[config.mk]
export PLATFORM = sky130hd
export DESIGN_NAME = focus_break_interval_timer
export DESIGN_NICKNAME = d
export VERILOG_FILES = /design/src/rtl/core/fbit_pkg.sv /design/src/rtl/core/fbit_secs.sv /design/src/rtl/core/fbit_step.sv /design/src/rtl/core/focus_break_interval_timer.sv
export SDC_FILE = /design/constraint.sdc
export NUM_CORES = 1
export LEC_CHECK = 0
export ABC_CLOCK_PERIOD_IN_PS = 10500
export BUFFER_PORTS_ARGS = -buffer_cell sky130_fd_sc_hd__buf_2
export CORE_ASPECT_RATIO = 2
export CORE_MARGIN = 2
export CORE_UTILIZATION = 36
export CTS_BUF_LIST = sky130_fd_sc_hd__clkbuf_4 sky130_fd_sc_hd__clkbuf_8 sky130_fd_sc_hd__clkbuf_16
export CTS_CLUSTER_SIZE = 10
export DETAILED_ROUTE_END_ITERATION = 7
export SKIP_CTS_REPAIR_TIMING = 1
export SLEW_MARGIN = 0
export SYNTH_ARGS = -nofsm -noshare
export SYNTH_HDL_FRONTEND = slang
export SYNTH_SLANG_ARGS = --single-unit
[constraint.sdc]
create_clock -name clk -period 10.5 [get_ports clk]
set_clock_uncertainty 0.15 [all_clocks]
set_input_delay 0.525 -clock clk [delete_from_list [all_inputs] [get_ports clk]]
set_output_delay 0.525 -clock clk [all_outputs]
set_load 0.01 [all_outputs]
[src/rtl/core/fbit_pkg.sv]
`default_nettype none

package fbit_pkg;

	// Number of selectable presets and the preset used after reset
	localparam int unsigned PRESET_COUNT   = 9;
	localparam int unsigned DEFAULT_PRESET = 4;

	// Saturation limits of the remaining-seconds fields
	localparam int unsigned FOCUS_CAP = 5400;
	localparam int unsigned BREAK_CAP = 1800;

	// Millisecond and second constants
	localparam int unsigned MS_PER_SEC   = 1000;
	localparam int unsigned CEIL_ADJ     = MS_PER_SEC - 1;
	localparam int unsigned SEC_PER_MIN  = 60;
	localparam int unsigned FOCUS_CAP_MS = FOCUS_CAP * MS_PER_SEC;

	// x / 1000 == (x >> 3) / 125; reciprocal of 125 scaled by 2^27, rounded up
	localparam int unsigned RECIP_SHIFT = 27;
	localparam int unsigned RECIP_125   = 1073742;

	// Focus length thresholds for the break length choice
	localparam int unsigned LONG_FOCUS_SECS = 60 * SEC_PER_MIN;
	localparam int unsigned MID_FOCUS_SECS  = 30 * SEC_PER_MIN;

	// Reset values
	localparam logic [12:0] FOCUS_RESET_SECS = 13'd1500;
	localparam logic [4:0]  BREAK_MIN_RESET  = 5'd5;
	localparam logic [15:0] CONFIRM_WIN_RESET = 16'd5000;
	localparam logic [15:0] REWARD_WIN_RESET  = 16'd3000;

	typedef enum logic [2:0] {
		MODE_IDLE    = 3'd0,
		MODE_FRUN    = 3'd1,
		MODE_FPAUSE  = 3'd2,
		MODE_CONFIRM = 3'd3,
		MODE_REWARD  = 3'd4,
		MODE_PROMPT  = 3'd5,
		MODE_BRUN    = 3'd6,
		MODE_BPAUSE  = 3'd7
	} mode_t;

	typedef enum logic [3:0] {
		CMD_TICK        = 4'd0,
		CMD_NEXT_PRESET = 4'd1,
		CMD_PREV_PRESET = 4'd2,
		CMD_START_FOCUS = 4'd3,
		CMD_PAUSE       = 4'd4,
		CMD_RESUME      = 4'd5,
		CMD_REQ_ABANDON = 4'd6,
		CMD_CANCEL_AB   = 4'd7,
		CMD_CONFIRM_AB  = 4'd8,
		CMD_START_BREAK = 4'd9,
		CMD_SKIP_BREAK  = 4'd10
	} cmd_t;

	typedef enum logic [2:0] {
		EV_NONE            = 3'd0,
		EV_FOCUS_DONE      = 3'd1,
		EV_REWARD_DONE     = 3'd2,
		EV_BREAK_DONE      = 3'd3,
		EV_CONFIRM_TIMEOUT = 3'd4
	} event_t;

	// Configuration register indexes
	localparam logic REG_CONFIRM_WIN = 1'b0;
	localparam logic REG_REWARD_WIN  = 1'b1;

	// Architectural state; one deadline serves run, confirm and reward phases,
	// since only one of them is live in any mode
	typedef struct packed {
		mode_t       mode;
		logic [3:0]  preset;
		logic [12:0] focus_left;
		logic [10:0] break_left;
		logic [4:0]  break_min;
		logic [1:0]  round;
		logic [31:0] session;
		logic [47:0] deadline;
	} fbit_state_t;

	localparam fbit_state_t STATE_RESET = '{
		mode:       MODE_IDLE,
		preset:     4'(DEFAULT_PRESET),
		focus_left: FOCUS_RESET_SECS,
		break_left: 11'd0,
		break_min:  BREAK_MIN_RESET,
		round:      2'd0,
		session:    32'd0,
		deadline:   48'd0
	};

	// Focus length in seconds of a preset; out-of-range presets use the default
	function automatic logic [12:0] preset_secs(input logic [3:0] idx);
		logic [3:0] i;
		logic [12:0] s;
		i = ({1'b0, idx} >= 5'(PRESET_COUNT)) ? 4'(DEFAULT_PRESET) : idx;
		case (i)
			4'd0:    s = 13'd300;
			4'd1:    s = 13'd600;
			4'd2:    s = 13'd900;
			4'd3:    s = 13'd1200;
			4'd4:    s = 13'd1500;
			4'd5:    s = 13'd1800;
			4'd6:    s = 13'd2700;
			4'd7:    s = 13'd3600;
			default: s = 13'd5400;
		endcase
		return s;
	endfunction

endpackage

`default_nettype wire

[src/rtl/core/fbit_secs.sv]
`default_nettype none

module fbit_secs import fbit_pkg::*; (
	input  wire logic [47:0] deadline,
	input  wire logic [47:0] now_ms,
	input  wire logic        sel_break,
	output logic             done,
	output logic [12:0]      secs
);

	logic [47:0] diff;
	logic        over;
	logic [22:0] adj;
	logic [40:0] prod;
	logic [12:0] quot;
	logic [12:0] cap;

	// Compare and take the distance to the deadline
	assign done = (now_ms >= deadline);
	assign diff = deadline - now_ms;
	assign over = (diff > 48'(FOCUS_CAP_MS));

	// Ceiling divide by 1000 through the reciprocal of 125 on the low bits
	assign adj  = diff[22:0] + 23'(CEIL_ADJ);
	assign prod = 41'(adj[22:3]) * 41'(RECIP_125);
	assign quot = prod[RECIP_SHIFT+12:RECIP_SHIFT];

	// Saturate at the cap of the running phase
	assign cap = sel_break ? 13'(BREAK_CAP) : 13'(FOCUS_CAP);

	always_comb begin
		if (done) begin
			secs = 13'd0;
		end else if (over || (quot > cap)) begin
			secs = cap;
		end else begin
			secs = quot;
		end
	end

endmodule

`default_nettype wire

[src/rtl/core/fbit_step.sv]
`default_nettype none

module fbit_step import fbit_pkg::*; (
	input  wire fbit_state_t  cur,
	input  wire logic [3:0]   cmd,
	input  wire logic [47:0]  now_ms,
	input  wire logic [15:0]  confirm_win,
	input  wire logic [15:0]  reward_win,
	output fbit_state_t       nxt,
	output logic              accepted,
	output logic [2:0]        event_res
);

	cmd_t        c;
	logic        done;
	logic [12:0] run_secs;
	logic [12:0] sel_secs;
	logic [15:0] win;
	logic        use_win;
	logic [22:0] dur_ms;
	logic [48:0] sum;
	logic [47:0] new_dl;
	logic [12:0] cur_psecs;
	logic [10:0] brk_secs;
	logic [4:0]  inc_preset;
	logic [3:0]  p_next;
	logic [4:0]  bm;

	assign c = cmd_t'(cmd);

	fbit_secs u_secs (
		.deadline  (cur.deadline),
		.now_ms    (now_ms),
		.sel_break (cur.mode == MODE_BRUN),
		.done      (done),
		.secs      (run_secs)
	);

	assign cur_psecs = preset_secs(cur.preset);
	assign brk_secs  = 11'({6'd0, cur.break_min} * 11'(SEC_PER_MIN));

	// Pick the duration that a new deadline is built from
	always_comb begin
		sel_secs = cur_psecs;
		win      = reward_win;
		use_win  = 1'b0;
		case (c)
			CMD_TICK: begin
				use_win = 1'b1;
			end
			CMD_REQ_ABANDON: begin
				win     = confirm_win;
				use_win = 1'b1;
			end
			CMD_RESUME: begin
				sel_secs = (cur.mode == MODE_FPAUSE) ? cur.focus_left : {2'd0, cur.break_left};
			end
			CMD_START_BREAK: begin
				sel_secs = {2'd0, brk_secs};
			end
			default: begin
				sel_secs = cur_psecs;
			end
		endcase
	end

	// Add to now and saturate at the top of the time range
	assign dur_ms = use_win ? {7'd0, win} : (23'(sel_secs) * 23'(MS_PER_SEC));
	assign sum    = {1'b0, now_ms} + {26'd0, dur_ms};
	assign new_dl = sum[48] ? {48{1'b1}} : sum[47:0];

	// Wrap the preset index at both ends
	assign inc_preset = {1'b0, cur.preset} + 5'd1;
	always_comb begin
		if (c == CMD_NEXT_PRESET) begin
			p_next = (inc_preset >= 5'(PRESET_COUNT)) ? 4'd0 : inc_preset[3:0];
		end else begin
			p_next = (cur.preset == 4'd0) ? 4'(PRESET_COUNT - 1) : cur.preset - 4'd1;
		end
	end

	// Break length after a finished focus round
	always_comb begin
		if (cur_psecs >= 13'(LONG_FOCUS_SECS)) begin
			bm = 5'd15;
		end else if (cur_psecs >= 13'(MID_FOCUS_SECS)) begin
			bm = 5'd10;
		end else begin
			bm = 5'd5;
		end
		if (cur.round == 2'd3) begin
			bm = {bm[3:0], 1'b0};
		end
	end

	// Next state, acceptance and event
	always_comb begin
		nxt       = cur;
		accepted  = 1'b0;
		event_res = EV_NONE;
		case (c)
			CMD_TICK: begin
				accepted = 1'b1;
				case (cur.mode)
					MODE_FRUN: begin
						nxt.focus_left = run_secs;
						if (done) begin
							nxt.break_min = bm;
							nxt.round     = cur.round + 2'd1;
							nxt.mode      = MODE_REWARD;
							nxt.deadline  = new_dl;
							event_res     = EV_FOCUS_DONE;
						end
					end
					MODE_REWARD: begin
						if (done) begin
							nxt.mode  = MODE_PROMPT;
							event_res = EV_REWARD_DONE;
						end
					end
					MODE_BRUN: begin
						nxt.break_left = run_secs[10:0];
						if (done) begin
							nxt.mode       = MODE_IDLE;
							nxt.focus_left = cur_psecs;
							event_res      = EV_BREAK_DONE;
						end
					end
					MODE_CONFIRM: begin
						if (done) begin
							nxt.mode  = MODE_FPAUSE;
							event_res = EV_CONFIRM_TIMEOUT;
						end
					end
					default: begin
						event_res = EV_NONE;
					end
				endcase
			end
			CMD_NEXT_PRESET, CMD_PREV_PRESET: begin
				if (cur.mode == MODE_IDLE) begin
					nxt.preset     = p_next;
					nxt.focus_left = preset_secs(p_next);
					accepted       = 1'b1;
				end
			end
			CMD_START_FOCUS: begin
				if (cur.mode == MODE_IDLE) begin
					nxt.focus_left = cur_psecs;
					nxt.session    = cur.session + 32'd1;
					nxt.deadline   = new_dl;
					nxt.mode       = MODE_FRUN;
					accepted       = 1'b1;
				end
			end
			CMD_PAUSE: begin
				if (cur.mode == MODE_FRUN) begin
					nxt.focus_left = run_secs;
					nxt.mode       = MODE_FPAUSE;
					accepted       = 1'b1;
				end else if (cur.mode == MODE_BRUN) begin
					nxt.break_left = run_secs[10:0];
					nxt.mode       = MODE_BPAUSE;
					accepted       = 1'b1;
				end
			end
			CMD_RESUME: begin
				if (cur.mode == MODE_FPAUSE && cur.focus_left != 13'd0) begin
					nxt.mode     = MODE_FRUN;
					nxt.deadline = new_dl;
					accepted     = 1'b1;
				end else if (cur.mode == MODE_BPAUSE && cur.break_left != 11'd0) begin
					nxt.mode     = MODE_BRUN;
					nxt.deadline = new_dl;
					accepted     = 1'b1;
				end
			end
			CMD_REQ_ABANDON: begin
				if (cur.mode == MODE_FPAUSE) begin
					nxt.mode     = MODE_CONFIRM;
					nxt.deadline = new_dl;
					accepted     = 1'b1;
				end
			end
			CMD_CANCEL_AB: begin
				if (cur.mode == MODE_CONFIRM) begin
					nxt.mode = MODE_FPAUSE;
					accepted = 1'b1;
				end
			end
			CMD_CONFIRM_AB: begin
				if (cur.mode == MODE_CONFIRM) begin
					nxt.mode       = MODE_IDLE;
					nxt.focus_left = cur_psecs;
					accepted       = 1'b1;
				end
			end
			CMD_START_BREAK: begin
				if (cur.mode == MODE_PROMPT) begin
					nxt.break_left = brk_secs;
					nxt.deadline   = new_dl;
					nxt.mode       = MODE_BRUN;
					accepted       = 1'b1;
				end
			end
			CMD_SKIP_BREAK: begin
				if (cur.mode == MODE_PROMPT) begin
					nxt.mode       = MODE_IDLE;
					nxt.break_left = 11'd0;
					nxt.focus_left = cur_psecs;
					accepted       = 1'b1;
				end
			end
			default: begin
				accepted = 1'b0;
			end
		endcase
	end

endmodule

`default_nettype wire

[src/rtl/core/focus_break_interval_timer.sv]
// Focus/break interval timer. Each request on the input stream carries a command and the
// current millisecond time; each one yields exactly one result with the accepted flag, a
// timeout event (ticks only) and a snapshot of mode, remaining focus and break seconds,
// preset, next break length, round and session counts. One request is taken every clock
// cycle unless the result register is full and not drained; a request passes the input
// register, then the result register, whose output is its result, and the whole state
// update of a request is done combinationally between them, including the ceiling divide
// by 1000 of the time left. The two window registers sit on the APB port at byte 0 (confirm
// window) and byte 4 (reward window) and should only be written while no request is in flight.
`default_nettype none

module focus_break_interval_timer import fbit_pkg::*; (
	input  wire logic        clk,
	input  wire logic        arst_n,
	// Request stream
	input  wire logic        s_tvalid,
	output logic             s_tready,
	input  wire logic [55:0] s_tdata,   // [3:0] cmd, [51:4] now_ms, [55:52] zero
	// Result stream
	output logic             m_tvalid,
	input  wire logic        m_tready,
	output logic [79:0]      m_tdata,   // [0] accepted, [3:1] event_res, [6:4] mode,
	                                    // [19:7] focus_left_sec, [30:20] break_left_sec,
	                                    // [34:31] preset_index, [39:35] next_break_min,
	                                    // [41:40] round_count, [73:42] session_count,
	                                    // [79:74] zero
	// Configuration
	input  wire logic        psel,
	input  wire logic        penable,
	input  wire logic        pwrite,
	input  wire logic [2:0]  paddr,
	input  wire logic [31:0] pwdata,
	output logic [31:0]      prdata,
	output logic             pready
);

	logic        valid_s1;
	logic [3:0]  cmd_s1;
	logic [47:0] now_s1;
	logic        out_valid_q;
	logic [79:0] out_data_q;
	logic [15:0] confirm_win_q;
	logic [15:0] reward_win_q;
	fbit_state_t state_q;
	fbit_state_t state_nxt;
	logic        acc;
	logic [2:0]  ev;
	logic        advance;

	// Configuration registers
	assign pready = 1'b1;
	always_ff @(posedge clk or negedge arst_n) begin
		if (!arst_n) begin
			confirm_win_q <= CONFIRM_WIN_RESET;
			reward_win_q  <= REWARD_WIN_RESET;
		end else if (psel && penable && pwrite && pready) begin
			if (paddr[2] == REG_CONFIRM_WIN) begin
				confirm_win_q <= pwdata[15:0];
			end else begin
				reward_win_q <= pwdata[15:0];
			end
		end
	end

	assign prdata = {16'd0, (paddr[2] == REG_CONFIRM_WIN) ? confirm_win_q : reward_win_q};

	// Advance when the result register is free or being drained
	assign advance  = valid_s1 && (!out_valid_q || m_tready);
	assign s_tready = !valid_s1 || advance;

	// Input register
	always_ff @(posedge clk or negedge arst_n) begin
		if (!arst_n) begin
			valid_s1 <= 1'b0;
		end else if (s_tready) begin
			valid_s1 <= s_tvalid;
		end
	end

	always_ff @(posedge clk) begin
		if (s_tready && s_tvalid) begin
			cmd_s1 <= s_tdata[3:0];
			now_s1 <= s_tdata[51:4];
		end
	end

	fbit_step u_step (
		.cur         (state_q),
		.cmd         (cmd_s1),
		.now_ms      (now_s1),
		.confirm_win (confirm_win_q),
		.reward_win  (reward_win_q),
		.nxt         (state_nxt),
		.accepted    (acc),
		.event_res   (ev)
	);

	// State register
	always_ff @(posedge clk or negedge arst_n) begin
		if (!arst_n) begin
			state_q <= STATE_RESET;
		end else if (advance) begin
			state_q <= state_nxt;
		end
	end

	// Result register
	always_ff @(posedge clk or negedge arst_n) begin
		if (!arst_n) begin
			out_valid_q <= 1'b0;
		end else if (advance) begin
			out_valid_q <= 1'b1;
		end else if (m_tready) begin
			out_valid_q <= 1'b0;
		end
	end

	always_ff @(posedge clk) begin
		if (advance) begin
			out_data_q <= {6'd0, state_nxt.session, state_nxt.round, state_nxt.break_min,
				state_nxt.preset, state_nxt.break_left, state_nxt.focus_left,
				state_nxt.mode, ev, acc};
		end
	end

	assign m_tvalid = out_valid_q;
	assign m_tdata  = out_data_q;

	// Hold state unless a request moves into the result register
	a_state_hold: assert property (@(posedge clk) disable iff (!arst_n)
		!advance |=> $stable(state_q))
		else $error("state changed without a request");

	// A request that moves on always leaves a result
	a_result_follows: assert property (@(posedge clk) disable iff (!arst_n)
		advance |=> out_valid_q)
		else $error("request advanced but no result is pending");

	// A stuck input register blocks new requests
	a_no_overrun: assert property (@(posedge clk) disable iff (!arst_n)
		(valid_s1 && !advance) |-> !s_tready)
		else $error("request taken while input register is stuck");

	// Remaining seconds stay within their caps
	a_caps: assert property (@(posedge clk) disable iff (!arst_n)
		(state_q.focus_left <= 13'(FOCUS_CAP)) && (state_q.break_left <= 11'(BREAK_CAP)))
		else $error("remaining seconds beyond cap");

endmodule

`default_nettype wire

* Yosys cells after proc, flatten, opt, wreduce, memory -nomap -nowiden
Memories as Yosys holds them, arrays and structs flattened. Index checks and enable logic that the tools add are counted.
Storage, ports and cells: bits of input ports 98, ROM bits 160, register bits 278, word-level logic and storage cells 164, memories 2
Memories:
- (no name shown) | depth 8, bits a word 10, read ports 1, clocked after memory_dff 0, write ports 0, line fbit_pkg.sv:99 | case (i)
- (no name shown) | depth 8, bits a word 10, read ports 1, clocked after memory_dff 0, write ports 0, line fbit_pkg.sv:99
Operators by class: add/sub/neg operators 7, muxes and demuxes 77, reductions and logical operators 26, $lt $le $gt $ge 8, bitwise gates (word level) 1, multiply operators 3, equal/unequal tests 24
Operators with widths (count):
- $mux W48 | 7
- $pmux W48 S5 | 1
- $mux W13 | 10
- $mux W80 | 1
- $pmux W13 S6 | 1
- $pmux W13 S2 | 2
- $add A48 B23 Y49 | 1
- $ge A48 B48 Y1 | 1
- $gt A48 B23 Y1 const B | 1
- $sub A48 B48 Y48 | 1
- $mux W3 | 15
- $pmux W11 S4 | 1
- $mul A20 B20 Y39 const B | 1
- $mux W11 | 3
- $add A32 B1 Y32 const B | 1
- $mux W16 | 2
- $mux W32 | 1
- $mux W4 | 7
- $pmux W3 S9 | 1
- $mux W24 | 1
- $pmux W3 S4 | 2
- $add A23 B10 Y23 const B | 1
- $mux W23 | 1
- $mux W7 | 3
- other kinds (39) | 80

* Logic depth before layout (Yosys ltp)
Gate-level depths: netlist (run 1). An unclocked memory read counts as a cell.
depth in word-level cells 12, mapped depth 44

* Cells and area by module
A second synthesis (run 1) with hierarchy kept.
Unflattened totals: cells, all modules 3062, area total of the unflattened synthesis 28900.2 um^2
Modules (own cells, without submodules):
- focus_break_interval_timer | cells an instance 495, instances 1, area an instance 10431.3 um^2
- fbit_secs | cells an instance 1248, instances 1, area an instance 9688.0 um^2
- fbit_step | cells an instance 1319, instances 1, area an instance 8780.9 um^2

* Worst setup path after synthesis (run 1)
Ideal clock, no wire load.
kind reg2reg, from reg state_q[0] (netlist bit), to reg out_data_q[11] (netlist: m_tdata[11]) (data pin), arrival time 9.318 ns, slack 0.764 ns, cell stages (with the launch flop) 39, setup time 0.268 ns, required time 10.082 ns, path through dfrtp_1 -> inv_1 -> ha_1 -> inv_1 -> fa_1 -> xor2_1 -> nor3b_1 -> o32ai_1 -> or4_1 -> o21a_1 -> nand3_2 -> nor3_1 -> xor2_1 -> ha_1 -> fa_1 -> fa_1 -> fa_1 -> inv_1 -> [3 not listed] -> ha_1 -> a21oi_1 -> o21ai_0 -> nand4_1 -> a32o_1 -> nand2_1 -> a21o_1 -> a311oi_1 -> nor2b_1 -> nor2_1 -> xor2_1 -> ha_1 -> a31o_2 -> o22ai_1 -> o21ai_1 -> buf_2 -> o31ai_1 -> a21oi_1
RTL lines:
- start: declaration | line focus_break_interval_timer.sv:44 | fbit_state_t state_q;
- start signal: assignment | line focus_break_interval_timer.sv:103 | state_q <= state_nxt;
- end signal: assignment | line focus_break_interval_timer.sv:120 | out_data_q <= {6'd0, state_nxt.session, state_nxt.round, state_nxt.break_min,
- end: declaration | line focus_break_interval_timer.sv:41 | logic [79:0] out_data_q;

==> impl_metrics.env, run 1 <==
export IMPL_place_ws_ns=0.09244
export IMPL_async_flop_share_pct=54.68
export IMPL_ys_seq_area_share_pct=27.85
export IMPL_worst_pin_slew_ns=1.179
export IMPL_synthTopCellsByCount="inv_1, ha_1, nand2_1"
export IMPL_r2r_cells=39
export IMPL_drt_iter0_drc=1726
export IMPL_synth_largest_area_cell="ha_1"
export IMPL_die_x_um=198.9
export IMPL_grt_max_degree=78
export IMPL_final_setup_viol_count=0
export IMPL_synth_top_area_share_pct=14.32
export IMPL_drc=0
export IMPL_hpwl_um=61730
export IMPL_r2r_end="m_tdata[27]"
export IMPL_clockBufferDepth=3
export IMPL_ys_ff_latch=278
export IMPL_criticalPathCategory="flip-flop to flip-flop"
export IMPL_reg2reg_slack_ns=0.41
export IMPL_r2r_start="state_q[0]"
export IMPL_critical_path_endpoint="m_tdata[27]"
export IMPL_final_core_util_pct=41.40
export IMPL_wl_um=77770
export IMPL_pin_count=213
export IMPL_synth_edf_count=126
export IMPL_layout_nets=3779
export IMPL_cts_buffers=35
export IMPL_fin_crit_ns=10.09
export IMPL_diodes=0
export IMPL_insertion_delay_ns=0.57
export IMPL_cts_tree="yes"
export IMPL_cap_violations=0
export IMPL_wl_per_cell_um=18.19
export IMPL_worst_path_max_fanout=15
export IMPL_worstPathRequired_ns=10.76
export IMPL_ctsRootBufferMaster="clkbuf_16"
export IMPL_end_kind="flip-flop"
export IMPL_maxClockFrequency_ghz=0.09914
export IMPL_netlist_instances=3019
export IMPL_overflow=0
export IMPL_ys_warn_count=0
export IMPL_yosysUniqueCellTypes=104
export IMPL_dpl_instance_area_um2=29390
export IMPL_antenna_found_initial=2
export IMPL_vias=22771
export IMPL_ant_nets=0
export IMPL_syn_cell_area_um2=27340
export IMPL_critPathLaunch="state_q[0]"
export IMPL_htree_levels=2
export IMPL_routed_via_density=5.328
export IMPL_min_path_type="input pin to flip-flop"
export IMPL_core_area_um2=75500
export IMPL_status="finished, final reports clean"
export IMPL_synth_most_common_cell="inv_1"
export IMPL_clock_sinks=278
export IMPL_port_buffer_count=167
export IMPL_synth_area_leaders="ha_1, edfxtp_1, dfrtp_1, fa_1, inv_1"
export IMPL_critPathArrivalTime_ns=10.35
export IMPL_design_area_um2=31260
export IMPL_grt_pass1_vias=22032
export IMPL_grt_pass1_wl_um=122000
export IMPL_hold_ws_ns=0.007454
export IMPL_fin_ws_ns=0.4132
export IMPL_cp_start_kind="flip-flop"
export IMPL_globalplace_congestion=0.9681
export IMPL_cpPeakStageDelay_ns=0.55
export IMPL_clkTransAtPathRegs_ns=0.06
export IMPL_timing_final_crit_share_pct=96.06
export IMPL_die_area_um2=78300
export IMPL_drive_gt1_share_pct=14.33
export IMPL_start_util_pct=36.21
export IMPL_cp_slowest_cell="or4_4"
export IMPL_fp_row_count=143
export IMPL_hold_violations=0
export IMPL_relSlewSlack_pct=20.81
export IMPL_syn_avg_cell_area_um2=9.056
export IMPL_dieHeight_um=393.7
export IMPL_slew_viol_final=0
export IMPL_grt_use_total_pct=19.72
export IMPL_synthToLayoutAreaGrowth_pct=14.34
export IMPL_critical_path_top_cell_by_count="ha_1"
export IMPL_drt_pass1_iterations=6
export IMPL_ys_flop_type="dfrtp_1"
==> worst max-delay path, delay by kind of cell (launching register included) <==
family                   cells  cell delay, ns
XOR/XNOR                     4            0.52
buffers and inverters        4            0.51
flip-flops                   1            0.36
AND/OR/NAND/NOR              9            1.95
adder cells (fa/ha/maj)     10            3.64
AO/OA/AOI/OAI               12            2.80
==> area by class of cell <==
class,instances,area (µm²)
Fill cell,7606,44240
Multi-Input combinational cell,2271,18070
Sequential cell,278,7615
Timing Repair Buffer,277,1775
Inverter,369,1388
Tap cell,1015,1270
Clock buffer,56,1033
Clock inverter,8,111.4
==> flip-flops by register name, summed over array words and instances, names as in the netlist <==
register and count:
state_q 118, valid_s1 1, cmd_s1 4, m_tvalid 1, confirm_win_q 16, now_s1 48, m_tdata 74, reward_win_q 16
==> worst min-delay path by stage <==
stage,startpoint,to,cells after the start
detailed placement,arst_n,state_q[27],1
floorplan,arst_n,confirm_win_q[0],0
finish,s_tdata[5],now_s1[1],1
CTS,arst_n,state_q[27],1
global route,s_tdata[5],now_s1[1],1
global placement,arst_n,state_q[27],1
==> per-layer routing <==
metal / vias up / GRT usage, % / share of wire (%)
met1: 10882 / 27.61 / 46
met5: - / 0 / 0.017
met4: 2 / 6.517 / 3.2
met2: 725 / 30.63 / 45
met3: 137 / 3.499 / 6.2
li1: 11025 / - / -
==> kinds of logic (layout without fill, tap and decap cells) <==
group	after synthesis	count (layout)	synth area share (%)
DFF	278	278	27.85
and+or+nand+nor	849	849	14.92
xor gates and xnor gates	177	177	5.725
other	2	23	0.02747
AOI/OAI and AO/OA	691	691	16.65
buffers and inverters	491	710	7.272
adders and majority gates	450	450	24.32
muxes	81	81	3.235
==> cell usage in the layout, fill, tap and decap left out, types with 13 or more instances in the layout <==
cell type / count
o31ai_1: 25
o21a_1: 16
xor2_1: 75
and3_1: 25
mux2_2: 59
inv_1: 367
fa_1: 136
o22ai_1: 29
clkbuf_4: 21
clkbuf_16: 35
xnor2_1: 93
or3_1: 17
and2_1: 22
nand2_1: 247
buf_4: 67
mux2i_1: 22
nor3_1: 59
a21oi_2: 13
dfrtp_1: 130
a211oi_1: 18
ha_1: 313
nand3_1: 66
o21ai_0: 129
a21oi_1: 185
edfxtp_1: 126
conb_1: 23
o21bai_1: 13
o211ai_1: 13
nand2b_1: 22
dfstp_2: 22
nor2b_1: 20
nor2_1: 235
a21o_1: 37
nand4_1: 50
a31oi_1: 45
buf_2: 166
dlygate4sd3_1: 43
nor4_1: 18
==> metrics by stage <==
step | TNS (ns) | cells
floorplan | 0 | 3040
global placement | 0 | 4158
detailed placement | 0 | 4158
CTS | 0 | 4222
global route | -0.1695 | 4274
finish | 0 | 4274
Power of run 1 is left out: the tool's default activity adds up to more than one toggle a clock period on the data nets, which glitch-free logic cannot reach.
==> inputs of run 2 (changes only) <==
--- a/config.mk
+++ b/config.mk
@@ -7,7 +7,6 @@
 export LEC_CHECK = 0
 export ABC_CLOCK_PERIOD_IN_PS = 10500
 export BUFFER_PORTS_ARGS = -buffer_cell sky130_fd_sc_hd__buf_2
-export CORE_ASPECT_RATIO = 2
 export CORE_MARGIN = 2
 export CORE_UTILIZATION = 36
 export CTS_BUF_LIST = sky130_fd_sc_hd__clkbuf_4 sky130_fd_sc_hd__clkbuf_8 sky130_fd_sc_hd__clkbuf_16
==> run 2 against run 1 <==
Compared with the run above:
- the run now ends with negative hold slack left
- critical path depth grew 1
- non-clock buffer count is the same
- first-iteration DRC count grew 11%
- sequential cell count is the same
- largest cell class unchanged
- highest routed layer unchanged
==> impl_metrics.env, run 2 (synthesis results as in run 1) <==
export IMPL_layout_commonest_cell="inv_1"
export IMPL_synthToLayoutAreaGrowth_pct=14.43
export IMPL_start_util_pct=36.18
export IMPL_end_kind="flip-flop"
export IMPL_port_buffer_count=167
export IMPL_drt_pass1_iterations=6
export IMPL_fp_row_count=101
export IMPL_worst_pin_slew_ns=1.063
export IMPL_fin_crit_ns=10.02
export IMPL_hold_violations=3
export IMPL_criticalPathCategory="flip-flop to flip-flop"
export IMPL_worst_path_max_fanout=15
export IMPL_drc=0
export IMPL_routed_via_density=5.408
export IMPL_cts_tree="yes"
export IMPL_drt_iter0_drc=1916
export IMPL_cts_buffers=36
export IMPL_insertion_delay_ns=0.58
export IMPL_relSlewSlack_pct=28.23
export IMPL_die_x_um=279.6
export IMPL_dpl_instance_area_um2=29400
export IMPL_overflow=0
export IMPL_ant_nets=0
export IMPL_grt_pass1_vias=22103
export IMPL_cp_start_kind="flip-flop"
export IMPL_top_register="state_q"
export IMPL_slew_viol_final=0
export IMPL_maxClockFrequency_ghz=0.09978
export IMPL_vias=22925
export IMPL_pin_count=213
export IMPL_diodes=0
export IMPL_status="finished, violations left"
export IMPL_clock_sinks=278
export IMPL_cpPeakStageDelay_ns=0.55
export IMPL_hpwl_um=61340
export IMPL_clkTransAtPathRegs_ns=0.05
export IMPL_seqCellArea_um2=7615
export IMPL_antenna_found_initial=2
export IMPL_wl_um=77880
export IMPL_final_cell_mix="inv_1, ha_1, nand2_1"
export IMPL_critPathArrivalTime_ns=10.16
export IMPL_grt_use_total_pct=19.72
export IMPL_hold_ws_ns=-0.001663
export IMPL_grt_pass1_wl_um=123400
export IMPL_core_area_um2=75570
export IMPL_cp_slowest_cell="fa_1"
export IMPL_largest_reg_flops=118
export IMPL_wl_per_cell_um=18.37
export IMPL_layout_nets=3780
export IMPL_dieHeight_um=279.6
export IMPL_cap_violations=0
export IMPL_globalplace_congestion=0.9708
export IMPL_final_setup_viol_count=0
export IMPL_violations="negative hold slack"
export IMPL_ctsRootBufferMaster="clkbuf_16"
export IMPL_die_area_um2=78170
export IMPL_rsz0062_at_grt="false"
export IMPL_timing_final_crit_share_pct=95.45
export IMPL_clockBufferDepth=3
export IMPL_design_area_um2=31290
export IMPL_nFillCells=7525
export IMPL_htree_levels=2
export IMPL_grt_max_degree=83
export IMPL_drive_gt1_share_pct=14.50
export IMPL_fin_tns_setup_ns=0
export IMPL_worstPathRequired_ns=10.64
export IMPL_multi_input_area_um2=18090
export IMPL_min_path_type="input pin to flip-flop"
==> run 2: changes by cell type in the layout (fill, tap and decap cells not counted), moves of 2 or more <==
cell,previous run,this run
clkbuf_16,35,37
clkbuf_4,21,19
clkbuf_8,0,2
clkinv_8,1,3
nor3_1,59,57
nor3_2,4,6
==> run 2: path summary, 6_finish.rpt <==
kind,from,end,slack [ns],depth (start not counted)
min reg2reg,state_q[19],state_q[19],0.33,2
max,state_q[0],m_tdata[19],0.48,40
max reg2reg,state_q[0],m_tdata[19],0.48,40
min in group asynchronous,arst_n,state_q[65],0.47,2
max in group asynchronous,arst_n,state_q[46],8.19,3
min,s_tdata[26],now_s1[22],-0.002,1
==> run 2: critical path, delay by kind of cell, from the launching register on <==
| kind | cells | cell delay [ns] |
|---|---|---|
| and+or+nand+nor | 5 | 1.07 |
| xor gates and xnor gates | 3 | 0.48 |
| DFF | 1 | 0.35 |
| buffers and inverters | 7 | 0.53 |
| AOI/OAI and AO/OA | 15 | 3.20 |
| adders and majority gates | 10 | 3.95 |
==> run 2: layer usage <==
metal / global-route usage (%) / part of all wire [%] / vias up / wire (µm)
met1: 28.45 / 47 / 10998 / 36600
met4: 5.046 / 2.3 / 4 / 1782
met2: 30.36 / 44 / 743 / 34140
li1: - / - / 11056 / -
met5: 0 / 0.032 / - / 25
met3: 3.520 / 6.8 / 124 / 5327
==> run 2: cell type report <==
type	instances	share of cell area, %
multi-input combinational	2271	57.82
sequential	278	24.34
inverter	369	4.435
clock inverter	8	0.3239
clock buffer	58	3.503
tap	978	3.911
timing repair buffer	277	5.667
==> run 2: per-stage QoR <==
stage / hold WS [ns] / instances / utilization, % / setup WS, ns
floorplan: 0.07941 / 3040 / - / 0.7640
global placement: 0.3091 / 4127 / 38.91 / 0.2013
detailed placement: 0.3220 / 4127 / 38.91 / 0.09735
CTS: -0.08716 / 4193 / 40.49 / 0.07168
global route: 0.0000006106 / 4239 / 41.40 / 0.0001794
finish: -0.001663 / 4239 / 41.40 / 0.4780
Power of run 2 is left out for the same reason.
